**src/rtl/acp_pkg.sv**
```systemverilog
// Shared types, character codes and helpers for the ASCII CAN command parser.
`default_nettype none

package acp_pkg;

   // Default number of stored line bytes after which a line is dropped
   localparam int LINE_DEPTH_DEF = 32;

   // Character codes
   localparam logic [7:0] CH_CR    = 8'h0D;
   localparam logic [7:0] CH_BEL   = 8'h07;
   localparam logic [7:0] CH_ZERO  = 8'h30;   // '0'
   localparam logic [7:0] CH_ONE   = 8'h31;   // '1'
   localparam logic [7:0] CH_SEVEN = 8'h37;   // '7'
   localparam logic [7:0] CH_EIGHT = 8'h38;   // '8'
   localparam logic [7:0] CH_UPF   = 8'h46;   // 'F'
   localparam logic [7:0] CH_UNDER = 8'h5F;   // '_'
   localparam logic [7:0] CH_LOWD  = 8'h64;   // 'd'
   localparam logic [7:0] CH_LOWF  = 8'h66;   // 'f'
   localparam logic [7:0] CH_LOWU  = 8'h75;   // 'u'

   // Command letters
   localparam logic [7:0] CMD_NONE    = 8'h00;
   localparam logic [7:0] CMD_BITRATE = 8'h53;   // 'S'
   localparam logic [7:0] CMD_OPEN    = 8'h4F;   // 'O'
   localparam logic [7:0] CMD_LISTEN  = 8'h4C;   // 'L'
   localparam logic [7:0] CMD_CLOSE   = 8'h43;   // 'C'
   localparam logic [7:0] CMD_VER_HW  = 8'h56;   // 'V'
   localparam logic [7:0] CMD_VER_SW  = 8'h76;   // 'v'
   localparam logic [7:0] CMD_SERIAL  = 8'h4E;   // 'N'
   localparam logic [7:0] CMD_EXT_TX  = 8'h54;   // 'T'
   localparam logic [7:0] CMD_STD_TX  = 8'h74;   // 't'
   localparam logic [7:0] CMD_BOOT    = 8'h5F;   // '_'

   // Identifier digit counts and frame limits
   localparam logic [3:0] ID_DIGITS_EXT = 4'd8;
   localparam logic [3:0] ID_DIGITS_STD = 4'd3;
   localparam int         DATA_NIBBLES  = 16;

   // Index of the final item of a string reply and of a single reply
   localparam logic [2:0] LAST_ITEM_LONG  = 3'd5;
   localparam logic [2:0] LAST_ITEM_SHORT = 3'd0;

   typedef enum logic [1:0] {
      ST_IDLE,
      ST_SCAN,
      ST_DRAIN,
      ST_EMIT
   } state_type;

   // Commands from controller to datapath
   typedef struct packed {
      logic       store;       // non-CR byte accepted
      logic       start;       // CR accepted, begin line decode
      logic       rd_en;       // read line memory
      logic       emit_load;   // load one result into output register
      logic       finish;      // final result loaded, clear the line
      logic [2:0] emit_idx;    // result item number
   } dp_cmd_type;

   // Status from datapath to controller
   typedef struct packed {
      logic is_cr;        // incoming byte is a carriage return
      logic six_items;    // current command answers with a six-byte string
   } dp_status_type;

   // Decode one ASCII hex digit; anything else reads as zero
   function automatic logic [3:0] hex_nibble(input logic [7:0] c);
      logic [3:0] r;
      r = 4'd0;
      if (c >= 8'h30 && c <= 8'h39) begin
         r = 4'(c - 8'h30);
      end else if (c >= 8'h41 && c <= 8'h46) begin
         r = 4'(c - 8'h37);
      end else if (c >= 8'h61 && c <= 8'h66) begin
         r = 4'(c - 8'h57);
      end
      return r;
   endfunction

endpackage

`default_nettype wire

```
**src/rtl/acp_ctrl.sv**
```systemverilog
// Controller state machine: handshakes, line memory scan and result sequencing.
`default_nettype none

module acp_ctrl #(
   parameter int LINE_DEPTH = acp_pkg::LINE_DEPTH_DEF
) (
   input  wire logic                           clock,
   input  wire logic                           reset,
   input  wire logic                           req_valid,
   output logic                                req_stall,
   input  wire logic                           rsp_stall,
   output logic                                rsp_valid,
   input  wire acp_pkg::dp_status_type         status,
   input  wire logic [$clog2(LINE_DEPTH+1)-1:0] line_len,
   output acp_pkg::dp_cmd_type                 cmd,
   output logic [$clog2(LINE_DEPTH)-1:0]       rd_addr
);

   localparam int LW = $clog2(LINE_DEPTH + 1);
   localparam int AW = $clog2(LINE_DEPTH);

   acp_pkg::state_type state_ff, state_in;
   logic [LW-1:0]      scan_ff, scan_in;
   logic [2:0]         emit_ff, emit_in;
   logic               rsp_valid_ff, rsp_valid_in;

   logic accept;
   logic slot_free;
   logic last_item;
   logic scan_last;

   assign accept    = req_valid && (state_ff == acp_pkg::ST_IDLE);
   assign slot_free = !rsp_valid_ff || !rsp_stall;
   assign last_item = (emit_ff == (status.six_items ? acp_pkg::LAST_ITEM_LONG
                                                    : acp_pkg::LAST_ITEM_SHORT));
   assign scan_last = ((scan_ff + LW'(1)) == line_len);

   // Next state
   always_comb begin
      state_in = state_ff;
      unique case (state_ff)
         acp_pkg::ST_IDLE: begin
            if (accept && status.is_cr) begin
               state_in = (line_len == '0) ? acp_pkg::ST_EMIT : acp_pkg::ST_SCAN;
            end
         end
         acp_pkg::ST_SCAN: begin
            if (scan_last) begin
               state_in = acp_pkg::ST_DRAIN;
            end
         end
         acp_pkg::ST_DRAIN: begin
            state_in = acp_pkg::ST_EMIT;
         end
         acp_pkg::ST_EMIT: begin
            if (slot_free && last_item) begin
               state_in = acp_pkg::ST_IDLE;
            end
         end
         default: state_in = acp_pkg::ST_IDLE;
      endcase
   end

   // Outputs to datapath and handshake
   always_comb begin
      cmd           = '0;
      cmd.store     = accept && !status.is_cr;
      cmd.start     = accept && status.is_cr;
      cmd.rd_en     = (state_ff == acp_pkg::ST_SCAN);
      cmd.emit_load = (state_ff == acp_pkg::ST_EMIT) && slot_free;
      cmd.finish    = cmd.emit_load && last_item;
      cmd.emit_idx  = emit_ff;
      rd_addr       = scan_ff[AW-1:0];
      req_stall     = (state_ff != acp_pkg::ST_IDLE);
   end

   // Counters and output valid
   always_comb begin
      scan_in      = scan_ff;
      emit_in      = emit_ff;
      rsp_valid_in = rsp_valid_ff;
      if (cmd.start) begin
         scan_in = '0;
         emit_in = '0;
      end else begin
         if (cmd.rd_en) begin
            scan_in = scan_ff + LW'(1);
         end
         if (cmd.emit_load) begin
            emit_in = emit_ff + 3'd1;
         end
      end
      if (cmd.emit_load) begin
         rsp_valid_in = 1'b1;
      end else if (!rsp_stall) begin
         rsp_valid_in = 1'b0;
      end
   end

   always_ff @(posedge clock) begin
      if (reset) begin
         state_ff     <= acp_pkg::ST_IDLE;
         scan_ff      <= '0;
         emit_ff      <= '0;
         rsp_valid_ff <= 1'b0;
      end else begin
         state_ff     <= state_in;
         scan_ff      <= scan_in;
         emit_ff      <= emit_in;
         rsp_valid_ff <= rsp_valid_in;
      end
   end

   assign rsp_valid = rsp_valid_ff;

endmodule

`default_nettype wire

```
**src/rtl/acp_dpath.sv**
```systemverilog
// Datapath: line memory, command state, hex decode, checks and result register.
`default_nettype none

module acp_dpath #(
   parameter int LINE_DEPTH = acp_pkg::LINE_DEPTH_DEF
) (
   input  wire logic                           clock,
   input  wire logic                           reset,
   input  wire acp_pkg::dp_cmd_type            cmd,
   input  wire logic [$clog2(LINE_DEPTH)-1:0]  rd_addr,
   input  wire logic [7:0]                     req_rx_byte,
   input  wire logic                           req_mailbox_free,
   output acp_pkg::dp_status_type              status,
   output logic [$clog2(LINE_DEPTH+1)-1:0]     line_len,
   output logic                                rsp_has_byte,
   output logic [7:0]                          rsp_resp_byte,
   output logic                                rsp_last,
   output logic                                rsp_frame_valid,
   output logic                                rsp_frame_extended,
   output logic [28:0]                         rsp_frame_id,
   output logic [3:0]                          rsp_frame_dlc,
   output logic [63:0]                         rsp_frame_data,
   output logic                                rsp_bitrate_valid,
   output logic [3:0]                          rsp_bitrate_index,
   output logic                                rsp_bus_open,
   output logic                                rsp_bootloader_request
);

   localparam int LW = $clog2(LINE_DEPTH + 1);
   localparam int AW = $clog2(LINE_DEPTH);

   // Line memory
   logic [7:0] line_mem [LINE_DEPTH];

   // Line state
   logic [7:0]    letter_ff, letter_in;
   logic [LW-1:0] len_ff, len_in;
   logic          open_ff, open_in;

   // Scan pipeline and decode accumulators
   logic [7:0]    rdata_ff;
   logic [AW-1:0] rd_idx_ff;
   logic          rd_vld_ff;
   logic [7:0]    b0_ff;
   logic [7:0]    dlc_byte_ff;
   logic [3:1]    dfu_ff;
   logic [28:0]   id_ff;
   logic [63:0]   data_ff;
   logic          mb_ff;

   // Result register
   logic          has_ff;
   logic [7:0]    byte_ff;
   logic          last_ff;
   logic          fv_ff;
   logic          fext_ff;
   logic [28:0]   fid_ff;
   logic [3:0]    fdlc_ff;
   logic [63:0]   fdata_ff;
   logic          bv_ff;
   logic [3:0]    bidx_ff;
   logic          copen_ff;
   logic          boot_ff;

   logic       is_ext;
   logic [3:0] idn;
   logic [7:0] max_first;
   logic [3:0] nib;
   logic       is_id_digit;
   logic       is_dlc_digit;
   logic       is_data_digit;
   logic [3:0] data_slot;

   logic       six;
   logic       s_ok;
   logic       frame_ok;
   logic       dfu_ok;
   logic       ack_only;
   logic [3:0] dlc;
   logic [7:0] resp0;
   logic [7:0] fill_char;
   logic [7:0] end_char;
   logic [7:0] item_byte;
   logic       item_last;

   assign status.is_cr     = (req_rx_byte == acp_pkg::CH_CR);
   assign six              = (letter_ff == acp_pkg::CMD_VER_HW) ||
                             (letter_ff == acp_pkg::CMD_VER_SW) ||
                             (letter_ff == acp_pkg::CMD_SERIAL);
   assign status.six_items = six;
   assign line_len         = len_ff;

   // Store incoming bytes and track the line
   always_comb begin
      letter_in = letter_ff;
      len_in    = len_ff;
      open_in   = open_ff;
      if (cmd.store) begin
         if (letter_ff != acp_pkg::CMD_NONE) begin
            if (len_ff == LW'(LINE_DEPTH - 1)) begin
               // drop an overlong line
               letter_in = acp_pkg::CMD_NONE;
               len_in    = '0;
            end else begin
               len_in = len_ff + LW'(1);
            end
         end else begin
            letter_in = req_rx_byte;
         end
      end
      if (cmd.start) begin
         if (letter_ff == acp_pkg::CMD_OPEN || letter_ff == acp_pkg::CMD_LISTEN) begin
            open_in = 1'b1;
         end else if (letter_ff == acp_pkg::CMD_CLOSE) begin
            open_in = 1'b0;
         end
      end
      if (cmd.finish) begin
         letter_in = acp_pkg::CMD_NONE;
         len_in    = '0;
      end
   end

   always_ff @(posedge clock) begin
      if (reset) begin
         letter_ff <= acp_pkg::CMD_NONE;
         len_ff    <= '0;
         open_ff   <= 1'b0;
      end else begin
         letter_ff <= letter_in;
         len_ff    <= len_in;
         open_ff   <= open_in;
      end
   end

   // Line memory write and registered read
   always_ff @(posedge clock) begin
      if (cmd.store && letter_ff != acp_pkg::CMD_NONE) begin
         line_mem[len_ff[AW-1:0]] <= req_rx_byte;
      end
      if (cmd.rd_en) begin
         rdata_ff <= line_mem[rd_addr];
      end
      rd_idx_ff <= rd_addr;
   end

   always_ff @(posedge clock) begin
      if (reset) begin
         rd_vld_ff <= 1'b0;
      end else begin
         rd_vld_ff <= cmd.rd_en;
      end
   end

   // Classify the byte read back by its position in the line
   assign is_ext        = (letter_ff == acp_pkg::CMD_EXT_TX);
   assign idn           = is_ext ? acp_pkg::ID_DIGITS_EXT : acp_pkg::ID_DIGITS_STD;
   assign max_first     = is_ext ? acp_pkg::CH_ONE : acp_pkg::CH_SEVEN;
   assign nib           = acp_pkg::hex_nibble(rdata_ff);
   assign is_id_digit   = (rd_idx_ff < AW'(idn));
   assign is_dlc_digit  = (rd_idx_ff == AW'(idn));
   assign is_data_digit = (rd_idx_ff > AW'(idn)) &&
                          (rd_idx_ff <= AW'(idn) + AW'(acp_pkg::DATA_NIBBLES));
   // even digit is the high nibble of its byte
   assign data_slot     = 4'(rd_idx_ff - AW'(idn) - AW'(1)) ^ 4'd1;

   // Accumulate identifier, data and check bytes
   always_ff @(posedge clock) begin
      if (cmd.start) begin
         b0_ff       <= '0;
         dlc_byte_ff <= '0;
         dfu_ff      <= '0;
         id_ff       <= '0;
         data_ff     <= '0;
         mb_ff       <= req_mailbox_free;
      end else if (rd_vld_ff) begin
         if (rd_idx_ff == AW'(0)) begin
            b0_ff <= rdata_ff;
         end
         if (rd_idx_ff == AW'(1)) begin
            dfu_ff[1] <= (rdata_ff == acp_pkg::CH_LOWD);
         end
         if (rd_idx_ff == AW'(2)) begin
            dfu_ff[2] <= (rdata_ff == acp_pkg::CH_LOWF);
         end
         if (rd_idx_ff == AW'(3)) begin
            dfu_ff[3] <= (rdata_ff == acp_pkg::CH_LOWU);
         end
         if (is_id_digit) begin
            id_ff <= {id_ff[24:0], nib};
         end
         if (is_dlc_digit) begin
            dlc_byte_ff <= rdata_ff;
         end
         if (is_data_digit) begin
            data_ff[data_slot*4 +: 4] <= nib;
         end
      end
   end

   // Decide the line's answer
   assign dlc      = 4'(dlc_byte_ff - acp_pkg::CH_ZERO);
   assign s_ok     = (letter_ff == acp_pkg::CMD_BITRATE) && (len_ff != '0) &&
                     (b0_ff >= acp_pkg::CH_ZERO) && (b0_ff <= acp_pkg::CH_EIGHT);
   assign frame_ok = ((letter_ff == acp_pkg::CMD_EXT_TX) ||
                      (letter_ff == acp_pkg::CMD_STD_TX)) &&
                     (len_ff > LW'(idn)) && (b0_ff <= max_first) &&
                     (dlc_byte_ff >= acp_pkg::CH_ZERO) &&
                     (dlc_byte_ff <= acp_pkg::CH_EIGHT) &&
                     (int'(len_ff) == int'(idn) + 1 + 2 * int'(dlc)) && mb_ff;
   assign dfu_ok   = (letter_ff == acp_pkg::CMD_BOOT) && (len_ff >= LW'(4)) &&
                     (b0_ff == acp_pkg::CH_UNDER) && (dfu_ff == 3'b111);
   assign ack_only = (letter_ff == acp_pkg::CMD_OPEN) ||
                     (letter_ff == acp_pkg::CMD_LISTEN) ||
                     (letter_ff == acp_pkg::CMD_CLOSE);

   always_comb begin
      priority if (six) begin
         resp0 = letter_ff;
      end else if (ack_only || s_ok || frame_ok) begin
         resp0 = acp_pkg::CH_CR;
      end else if (dfu_ok) begin
         resp0 = 8'h00;
      end else begin
         resp0 = acp_pkg::CH_BEL;
      end
   end

   // Pick the byte for this result item
   assign fill_char = (letter_ff == acp_pkg::CMD_SERIAL) ? acp_pkg::CH_UPF : acp_pkg::CH_ZERO;
   assign end_char  = (letter_ff == acp_pkg::CMD_SERIAL) ? acp_pkg::CH_UPF : acp_pkg::CH_ONE;
   assign item_last = (cmd.emit_idx == (six ? acp_pkg::LAST_ITEM_LONG
                                            : acp_pkg::LAST_ITEM_SHORT));

   always_comb begin
      unique case (cmd.emit_idx)
         3'd0:                  item_byte = resp0;
         3'd1, 3'd2, 3'd3:      item_byte = fill_char;
         3'd4:                  item_byte = end_char;
         default:               item_byte = acp_pkg::CH_CR;
      endcase
   end

   // Load result register
   always_ff @(posedge clock) begin
      if (cmd.emit_load) begin
         has_ff   <= !dfu_ok;
         byte_ff  <= item_byte;
         last_ff  <= item_last;
         fv_ff    <= item_last && frame_ok;
         fext_ff  <= item_last && frame_ok && is_ext;
         fid_ff   <= (item_last && frame_ok) ? id_ff : 29'd0;
         fdlc_ff  <= (item_last && frame_ok) ? dlc : 4'd0;
         fdata_ff <= (item_last && frame_ok) ? data_ff : 64'd0;
         bv_ff    <= item_last && s_ok;
         bidx_ff  <= (item_last && s_ok) ? 4'(b0_ff - acp_pkg::CH_ZERO) : 4'd0;
         copen_ff <= open_ff;
         boot_ff  <= item_last && dfu_ok;
      end
   end

   assign rsp_has_byte           = has_ff;
   assign rsp_resp_byte          = byte_ff;
   assign rsp_last               = last_ff;
   assign rsp_frame_valid        = fv_ff;
   assign rsp_frame_extended     = fext_ff;
   assign rsp_frame_id           = fid_ff;
   assign rsp_frame_dlc          = fdlc_ff;
   assign rsp_frame_data         = fdata_ff;
   assign rsp_bitrate_valid      = bv_ff;
   assign rsp_bitrate_index      = bidx_ff;
   assign rsp_bus_open           = copen_ff;
   assign rsp_bootloader_request = boot_ff;

endmodule

`default_nettype wire

```
**src/rtl/ascii_can_command_parser.sv**
```systemverilog
// ASCII CAN command parser: takes host command bytes and answers each line.
// A byte other than CR is taken without a stall and gives no result; the first byte of a
// line is the command letter, later bytes go into a LINE_DEPTH-entry line memory, and a
// line reaching LINE_DEPTH stored bytes is dropped. On CR the block reads the stored
// bytes back one per cycle through the single memory read port, so a CR holds the input
// stalled through the read state and a drain state for the last read (an empty line
// skips both), then through the result state while the result side takes each result:
// one result for most lines, six for the V, v and N strings. The next byte is taken in
// the cycle after the final result is loaded into the output register.
`default_nettype none

module ascii_can_command_parser #(
   parameter int LINE_DEPTH = acp_pkg::LINE_DEPTH_DEF
) (
   input  wire logic        clock,
   input  wire logic        reset,
   input  wire logic        req_valid,
   output logic             req_stall,
   input  wire logic [7:0]  req_rx_byte,
   input  wire logic        req_mailbox_free,
   output logic             rsp_valid,
   input  wire logic        rsp_stall,
   output logic             rsp_has_byte,
   output logic [7:0]       rsp_resp_byte,
   output logic             rsp_last,
   output logic             rsp_frame_valid,
   output logic             rsp_frame_extended,
   output logic [28:0]      rsp_frame_id,
   output logic [3:0]       rsp_frame_dlc,
   output logic [63:0]      rsp_frame_data,
   output logic             rsp_bitrate_valid,
   output logic [3:0]       rsp_bitrate_index,
   output logic             rsp_bus_open,
   output logic             rsp_bootloader_request
);

   localparam int LW = $clog2(LINE_DEPTH + 1);
   localparam int AW = $clog2(LINE_DEPTH);

   acp_pkg::dp_cmd_type    cmd;
   acp_pkg::dp_status_type status;
   logic [LW-1:0]          line_len;
   logic [AW-1:0]          rd_addr;

   acp_ctrl #(
      .LINE_DEPTH (LINE_DEPTH)
   ) u_ctrl (
      .clock     (clock),
      .reset     (reset),
      .req_valid (req_valid),
      .req_stall (req_stall),
      .rsp_stall (rsp_stall),
      .rsp_valid (rsp_valid),
      .status    (status),
      .line_len  (line_len),
      .cmd       (cmd),
      .rd_addr   (rd_addr)
   );

   acp_dpath #(
      .LINE_DEPTH (LINE_DEPTH)
   ) u_dpath (
      .clock                  (clock),
      .reset                  (reset),
      .cmd                    (cmd),
      .rd_addr                (rd_addr),
      .req_rx_byte            (req_rx_byte),
      .req_mailbox_free       (req_mailbox_free),
      .status                 (status),
      .line_len               (line_len),
      .rsp_has_byte           (rsp_has_byte),
      .rsp_resp_byte          (rsp_resp_byte),
      .rsp_last               (rsp_last),
      .rsp_frame_valid        (rsp_frame_valid),
      .rsp_frame_extended     (rsp_frame_extended),
      .rsp_frame_id           (rsp_frame_id),
      .rsp_frame_dlc          (rsp_frame_dlc),
      .rsp_frame_data         (rsp_frame_data),
      .rsp_bitrate_valid      (rsp_bitrate_valid),
      .rsp_bitrate_index      (rsp_bitrate_index),
      .rsp_bus_open           (rsp_bus_open),
      .rsp_bootloader_request (rsp_bootloader_request)
   );

`ifndef NO_ASSERTIONS
   // Only string replies have non-final items, and those always carry a byte
   a_nonlast_has_byte: assert property (@(posedge clock) disable iff (reset)
      rsp_valid && !rsp_last |-> rsp_has_byte)
      else $error("non-final result without reply byte");

   // A sent frame is acknowledged with CR on the final item
   a_frame_ack: assert property (@(posedge clock) disable iff (reset)
      rsp_valid && rsp_frame_valid |-> rsp_last && rsp_resp_byte == acp_pkg::CH_CR)
      else $error("frame sent without CR acknowledge");

   // Bootloader request is a single silent transaction
   a_boot_silent: assert property (@(posedge clock) disable iff (reset)
      rsp_valid && rsp_bootloader_request |-> rsp_last && !rsp_has_byte)
      else $error("bootloader request with reply byte");

   // Input side stays stalled while a result burst is being produced
   a_stall_burst: assert property (@(posedge clock) disable iff (reset)
      rsp_valid && !rsp_last |-> req_stall)
      else $error("input taken in the middle of a reply burst");
`endif

endmodule

`default_nettype wire

```
**config.mk**
```make
export PLATFORM = sky130hd
export DESIGN_NAME = ascii_can_command_parser
export DESIGN_NICKNAME = d
export VERILOG_FILES = /design/src/rtl/acp_pkg.sv /design/src/rtl/acp_ctrl.sv /design/src/rtl/acp_dpath.sv /design/src/rtl/ascii_can_command_parser.sv
export SDC_FILE = /design/constraint.sdc
export NUM_CORES = 1
export LEC_CHECK = 0
export ABC_CLOCK_PERIOD_IN_PS = 9500
export BUFFER_PORTS_ARGS = -buffer_cell sky130_fd_sc_hd__buf_2
export CORE_MARGIN = 3
export CORE_UTILIZATION = 50
export CTS_CLUSTER_SIZE = 30
export DETAILED_ROUTE_END_ITERATION = 8
export PLACE_DENSITY = 0.7
export SYNTH_ARGS = -nofsm -noshare
export SYNTH_HDL_FRONTEND = slang
export SYNTH_SLANG_ARGS = --single-unit
```
**constraint.sdc**
```tcl
create_clock -name clock -period 9.5 [get_ports clock]
set_input_delay 1.9 -clock clock [delete_from_list [all_inputs] [get_ports clock]]
set_output_delay 1.9 -clock clock [all_outputs]
set_load 0.01 [all_outputs]
```
# Yosys cells after proc, flatten, opt, wreduce, memory -nomap -nowiden
# Memories as Yosys holds them, arrays and structs flattened. A register that Yosys moved wholly into a read port is not among the register bits.
# Cells that the tools add are included.
[op_classes] addsub=14 mul=0 n_div=0 order_cmp=16 n_eq_ne=36 shifts=2 muxes=27 bitwise=1 n_reduce_logical=61
[op_table] operator="equality test 8 x 7 -> 1 bit, second input constant" n=14
[op_table] operator="bitwise mux 64 bit" n=1
[op_table] operator="variable shift 4 x 34 -> 64 bit, first input constant" n=1
[op_table] operator="indexed part select 4 x 34 -> 64 bit" n=1
[op_table] operator="negation 6 -> 34 bit" n=1
[op_table] operator="adder 32 x 6 -> 32 bit" n=1
[op_table] operator="equality test 7 x 32 -> 1 bit" n=1
[op_table] operator="2-to-1 mux 8 bit" n=4
[op_table] operator="logical AND 1 bit" n=27
[op_table] operator=">= comparator 8 x 6 -> 1 bit, second input constant" n=3
[op_table] operator="<= comparator 8 x 6 -> 1 bit, second input constant" n=3
[op_table] operator="case mux 8 bit (3 select lines)" n=1
[op_table] operator="AND reduction 2 bit" n=10
[op_table] operator=">= comparator 8 x 7 -> 1 bit, second input constant" n=2
[op_table] operator="<= comparator 8 x 7 -> 1 bit, second input constant" n=2
[op_table] operator="2-to-1 mux 4 bit" n=4
[op_table] operator="subtractor 4 x 1 -> 4 bit, second input constant" n=4
[op_table] operator="2-to-1 mux 7 bit" n=2
[op_table] operator="adder 6 x 1 -> 6 bit, second input constant" n=2
[op_table] operator="equality test 5 x 2 -> 1 bit, second input constant" n=2
[op_table] operator="2-to-1 mux 3 bit" n=3
[op_table] operator="equality test 8 x 4 -> 1 bit, second input constant" n=1
[op_table] operator="<= comparator 8 x 6 -> 1 bit" n=1
[op_table] operator="logical OR 1 bit" n=8
[op_table] operator="38 further kinds" n=58
[word_totals] register_bits=262 latch_bits=0 ramBits=256 rom_bits=0 output_inout_bits=118 word_cells=187 n_memories=1
[mem_list] memory="u_dpath.line_mem" words=32 word_bits=8 rd=1 rd_ports_with_merged_regs=1 wr=1 line="acp_dpath.sv:33" source="logic [7:0] line_mem [LINE_DEPTH];"

# Depth between registers and ports, before layout
[logic_depth] depth_word=13 ltp_mapped=16 ltp_nobuf=14

# Cells and area by module
# A second synthesis with hierarchy kept.
[hier_totals] cells_unflattened=1538 hier_area_um2=21829.7
[by_module_without_submodules] mod="acp_dpath" instances=1 cells_per_inst=1441 area_each_um2=20968.9
[by_module_without_submodules] mod="acp_ctrl" instances=1 cells_per_inst=97 area_each_um2=860.8

# Worst setup path after synthesis
# No wires, ideal clock.
[synth_timing] kind="input-to-reg" start="in rsp_stall" end="reg u_ctrl.emit_ff[2]" setup_ns=0.331 t_arrival_ns=5.979 required_ns=9.169 slack_ns=3.190 stages=4 path_buffers=1 cell_sequence="and2_1 nor2b_1 clkbuf_1 a2111oi_0"
[synth_lines] item="from (decl)" line="ascii_can_command_parser.sv:22" source="input wire logic rsp_stall,"
[synth_lines] item="to (signal assigned)" line="acp_ctrl.sv:109" source="emit_ff <= emit_in;"
[synth_lines] item="to (decl)" line="acp_ctrl.sv:24" source="logic [2:0] emit_ff, emit_in;"

# Worst setup path after layout
[layout_timing] start="reg u_dpath.letter_ff[0]" end="reg u_dpath.data_ff[17]"
[layout_via] elab_chain_cells=8 elab_cells_between_ends=14
[layout_lines] item="from (decl)" line="acp_dpath.sv:36" source="logic [7:0] letter_ff, letter_in;"
[layout_lines] item="from (signal assigned)" line="acp_dpath.sv:126" source="letter_ff <= acp_pkg::CMD_NONE;"
[layout_lines] item="from (signal assigned)" line="acp_dpath.sv:130" source="letter_ff <= letter_in;"
[layout_lines] item="equality test 8 x 7 -> 1 bit (*)" line="acp_dpath.sv:156" source="assign is_ext = (letter_ff == acp_pkg::CMD_EXT_TX);"
[layout_lines] item="2-to-1 mux 4 bit (*)" line="acp_dpath.sv:157" source="assign idn = is_ext ? acp_pkg::ID_DIGITS_EXT : acp_pkg::ID_DIGITS_STD;"
[layout_lines] item="subtractor 4 bit" line="acp_dpath.sv:165" source="assign data_slot = 4'(rd_idx_ff - AW'(idn) - AW'(1)) ^ 4'd1;"
[layout_lines] item="subtractor 4 x 1 -> 4 bit" line="acp_dpath.sv:165"
[layout_lines] item="inverter 1 bit (no line)"
[layout_lines] item="negation 6 -> 34 bit" line="acp_dpath.sv:196" source="data_ff[data_slot*4 +: 4] <= nib;"
[layout_lines] item="indexed part select 4 x 34 -> 64 bit / variable shift 4 x 34 -> 64 bit (equally long branches)" line="acp_dpath.sv:196"
[layout_lines] item="bitwise mux 64 bit" line="acp_dpath.sv:196"
[layout_lines] item="to (signal, indexed assignment)" line="acp_dpath.sv:196"
[layout_lines] item="to (decl)" line="acp_dpath.sv:48" source="logic [63:0] data_ff;"
# Every way passes the cells marked *; elsewhere a longest branch is shown, timed or not.
# A chain may end at the register's enable or synchronous reset.

==> metrics.md <==
| Metric | Value |
|---|---|
| Status | finished, final reports clean |
| RR Endpoint | u_dpath.data_ff[17] |
| Fin. max-slew vios | 0 |
| Sink Count | 526 |
| Comb power frac | 16.9% |
| EDFF count, synth | 381 |
| Layout Nets | 1682 |
| Hold path depth | 2 |
| Placed Instances | 2161 |
| Die ar. | 45800 um2 |
| Ys async rst share | 0% |
| Layout cells sized above 1 | 19.8% |
| Pre-CTS WS | 4300 ps |
| Hold endpoint | u_dpath.data_ff[56] |
| Mapped cell area | 21600 um2 |
| Biggest area consumer among synthesized cells | edfxtp_1 |
| Crit Path Max Fanout | 9 |
| Setup TNS | 0 ps |
| DP HPWL | 29600 um |
| LEAKAGE | 8.35 nW |
| Clock transition at path regs | 60 ps |
| Critical path startpoint category | flip-flop |
| Setup repair bufs after CTS | 0 |
| Vias in the first global route | 12700 |
| Min Tclk post-route | 4930 ps |
| Post-CTS resize count | 0 |
| First DRT Iteration DRCs | 887 |
| First-pass GRT wire length | 72500 um |
| Sequential area share after synthesis | 66.3% |
| CTS tree | done |
| Clock Skews | 36.6 ps |
| Post-Synthesis Cells | 1527 |
| Hold path start | u_dpath.data_ff[56] |
| Fin worst setup slack | 4570 ps |
| Worst slew pin tran | 1130 ps |
| Routed vias | 12700 |
| Final hold vios | 0 |
| Commonest non-fill, non-tap cell in the layout | edfxtp_1 |
| Hold/Removal Path Class | flip-flop to flip-flop |
| CP arrival | 5450 ps |
| Finished Layout Cells | 2258 |
| R2r startpoint | u_dpath.letter_ff[0] |
| Clock buffer count from CTS | 52 |
| Core footprint | 42300 um2 |
| Reg2Reg Depth | 13 |
| CTS root buf | clkbuf_16 |
| P_int | 4.35 mW |
| Antenna violations before repair | 0 |
| Ports | 131 |
| Most frequent cells in the layout | edfxtp_1 (381), nand2_1 (168), dfxtp_1 (143), buf_2 (130), and2_1 (106) |
| GR Overflow Total | 0 |
| Relative slew slack | 24.2% |
| Synth top area share | 52.9% |
| Max-capacitance violation count | 0 |
| GR Util All Layers | 19.9% |
| Critical Path End Type | flip-flop |
| RSZ-0062 raised after global routing | false |
| Ant diodes | 0 |
| Clk pwr share | 35.2% |
| Remaining DRCs | 0 |
| Final WL | 45700 um |
| Post-synth cell types | 76 |
| Fmax | 203 MHz |
| Reg2Reg Setup Slack | 4570 ps |
| Largest net degree at the start of global routing | 98 |
| Final GP Congestion | 0.842 |
| Syn avg cell area | 14.2 um2 |
| Period utilization | 51.9% |
| Switch share | 27.5% |
| CP Class | flip-flop to flip-flop |
| Residual antenna-violating net count after detailed routing | 0 |
| Syn_nets | 1571 |
| Max Root-Sink Buffers | 3 |
| Filler cell count | 3291 |
| Sequential power share | 47.9% |
| Post-DR vias/cell | 5.63 |
| Hold_buf cts | 0 |
| Initial Util | 51.1% |
| Utilization after layout | 58.0% |
| Drt first pass iters | 6 |
| Peak supply drop | 199 uV |
| Die H | 214 um |
| Wire per inst | 20.3 um |
| IO buf count | 130 |
| Worst Path Required | 10020 ps |
| # rows | 75 |
| Pwr dens | 244 nW/um2 |
| YS warnings | 0 |
| P&R area growth vs syn | 13.4% |
| H-tree Lvls | 2 |
| Die X | 214 um |
| Clk Latency, worst-skew pair | 610 ps |
| FF+latch count, synth | 526 |
| Top_reg_cell synth | edfxtp_1 |
| NetSw | 1.65 mW |
| Number of setup violations in the final report | 0 |
| Synth top area cells | edfxtp_1 (53%), dfxtp_1 (13%), mux4_2 (8.3%) |
synthesized netlist by cell type (all sizes together) (8+ instances only):
cell	instances
mux4	80
nor4	9
xnor2	16
a21oi	61
and3	10
o21ai	31
nor3	33
inv	25
mux2	9
dfxtp	145
nand2	168
edfxtp	381
ha	29
nand4	24
nor2	95
buf	17
and2	107
nand2b	8
nand3	26
a22oi	9
clkbuf	70
mux2i	64
nor2b	12
area by class of cell:
class	instances	area (um2)	area share, %
Timing Repair Buffer	144	756	3.08
Tap cell	577	722	2.94
Sequential cell	526	14300	58.5
Clock buffer	64	1370	5.57
Clock inverter	33	407	1.66
Multi-Input combinational cell	889	6840	27.9
Inverter	25	93.8	0.382
per-stage QoR:
stage                     power, mW  area, um2  hold WS [ps]
final                          6.00      24500           454
after floorplan                3.61      21600           329
after global placement         3.90      22800           438
after CTS                      6.04      24500           456
after global routing           6.25      24500           470
after detailed placement       3.93      22800           444
per-layer routing:
layer | GRT usage (%) | up-vias | share of wire [%]
li1 | - | 5907 | -
met1 | 25.7 | 6285 | 41
met2 | 33.8 | 409 | 50
met3 | 3.64 | 112 | 5.8
met4 | 7.43 | 0 | 3.5
met5 | 0 | - | 0
cells by family after synthesis:
| family | count (synthesis) | synth area share [%] |
|---|---|---|
| AO/OA/AOI/OAI | 154 | 4.61 |
| multiplexers | 153 | 11.8 |
| buffers and inverters | 112 | 2.15 |
| AND/OR/NAND/NOR | 527 | 12.4 |
| other | 1 | 0.0173 |
| XOR/XNOR | 23 | 0.931 |
| flip-flops | 526 | 66.3 |
| adder cells (fa/ha/maj) | 31 | 1.86 |
worst max path at each step:
stage                                    start             endpoint  slack [ps]  cells after the start
final                     u_dpath.letter_ff[0]  u_dpath.data_ff[17]        4570                     13
after global routing      u_dpath.letter_ff[0]  u_dpath.data_ff[16]        4170                     12
after CTS                 u_dpath.letter_ff[0]  u_dpath.data_ff[16]        4570                     13
after detailed placement        req_rx_byte[6]  u_dpath.data_ff[33]        4300                      9
after global placement          req_rx_byte[6]  u_dpath.data_ff[34]        4440                      9
after floorplan                      rsp_stall    u_ctrl.emit_ff[2]        3190                      4
registers in the layout (all words and copies together), names as in the netlist, 2 cells and up:
signal	count
u_ctrl.emit_ff	3
u_ctrl.scan_ff	6
u_ctrl.state_ff	2
u_dpath.b0_ff	8
u_dpath.data_ff	64
u_dpath.dfu_ff	3
u_dpath.dlc_byte_ff	8
u_dpath.id_ff	29
u_dpath.letter_ff	8
u_dpath.line_len	6
u_dpath.line_mem	256
u_dpath.rd_idx_ff	5
u_dpath.rdata_ff	8
u_dpath.rsp_bitrate_index	4
u_dpath.rsp_frame_data	64
u_dpath.rsp_frame_dlc	4
u_dpath.rsp_frame_id	29
u_dpath.rsp_resp_byte	8
power groups by stage:
stage               clock network [mW]  registers [mW]  logic, mW
floorplan                            0            2.85      0.764
global placement                     0            2.91      0.987
detailed placement                   0            2.92       1.02
CTS                               2.15            2.87       1.02
global route                      2.24            2.90       1.11
finish                            2.11            2.87       1.01
worst max-delay path, stage by stage, from the launching register on:
cell	delay (ps)
dfxtp_1	420
nor4b_2	490
nand2_1	280
inv_1	190
ha_1	270
and2_1	180
a31oi_1	220
xnor2_1	260
inv_1	220
ha_1	490
nand2_1	260
a211oi_1	770
nor2b_1	540
mux2i_1	240
Note: power is estimated with default switching activity, not from simulation.
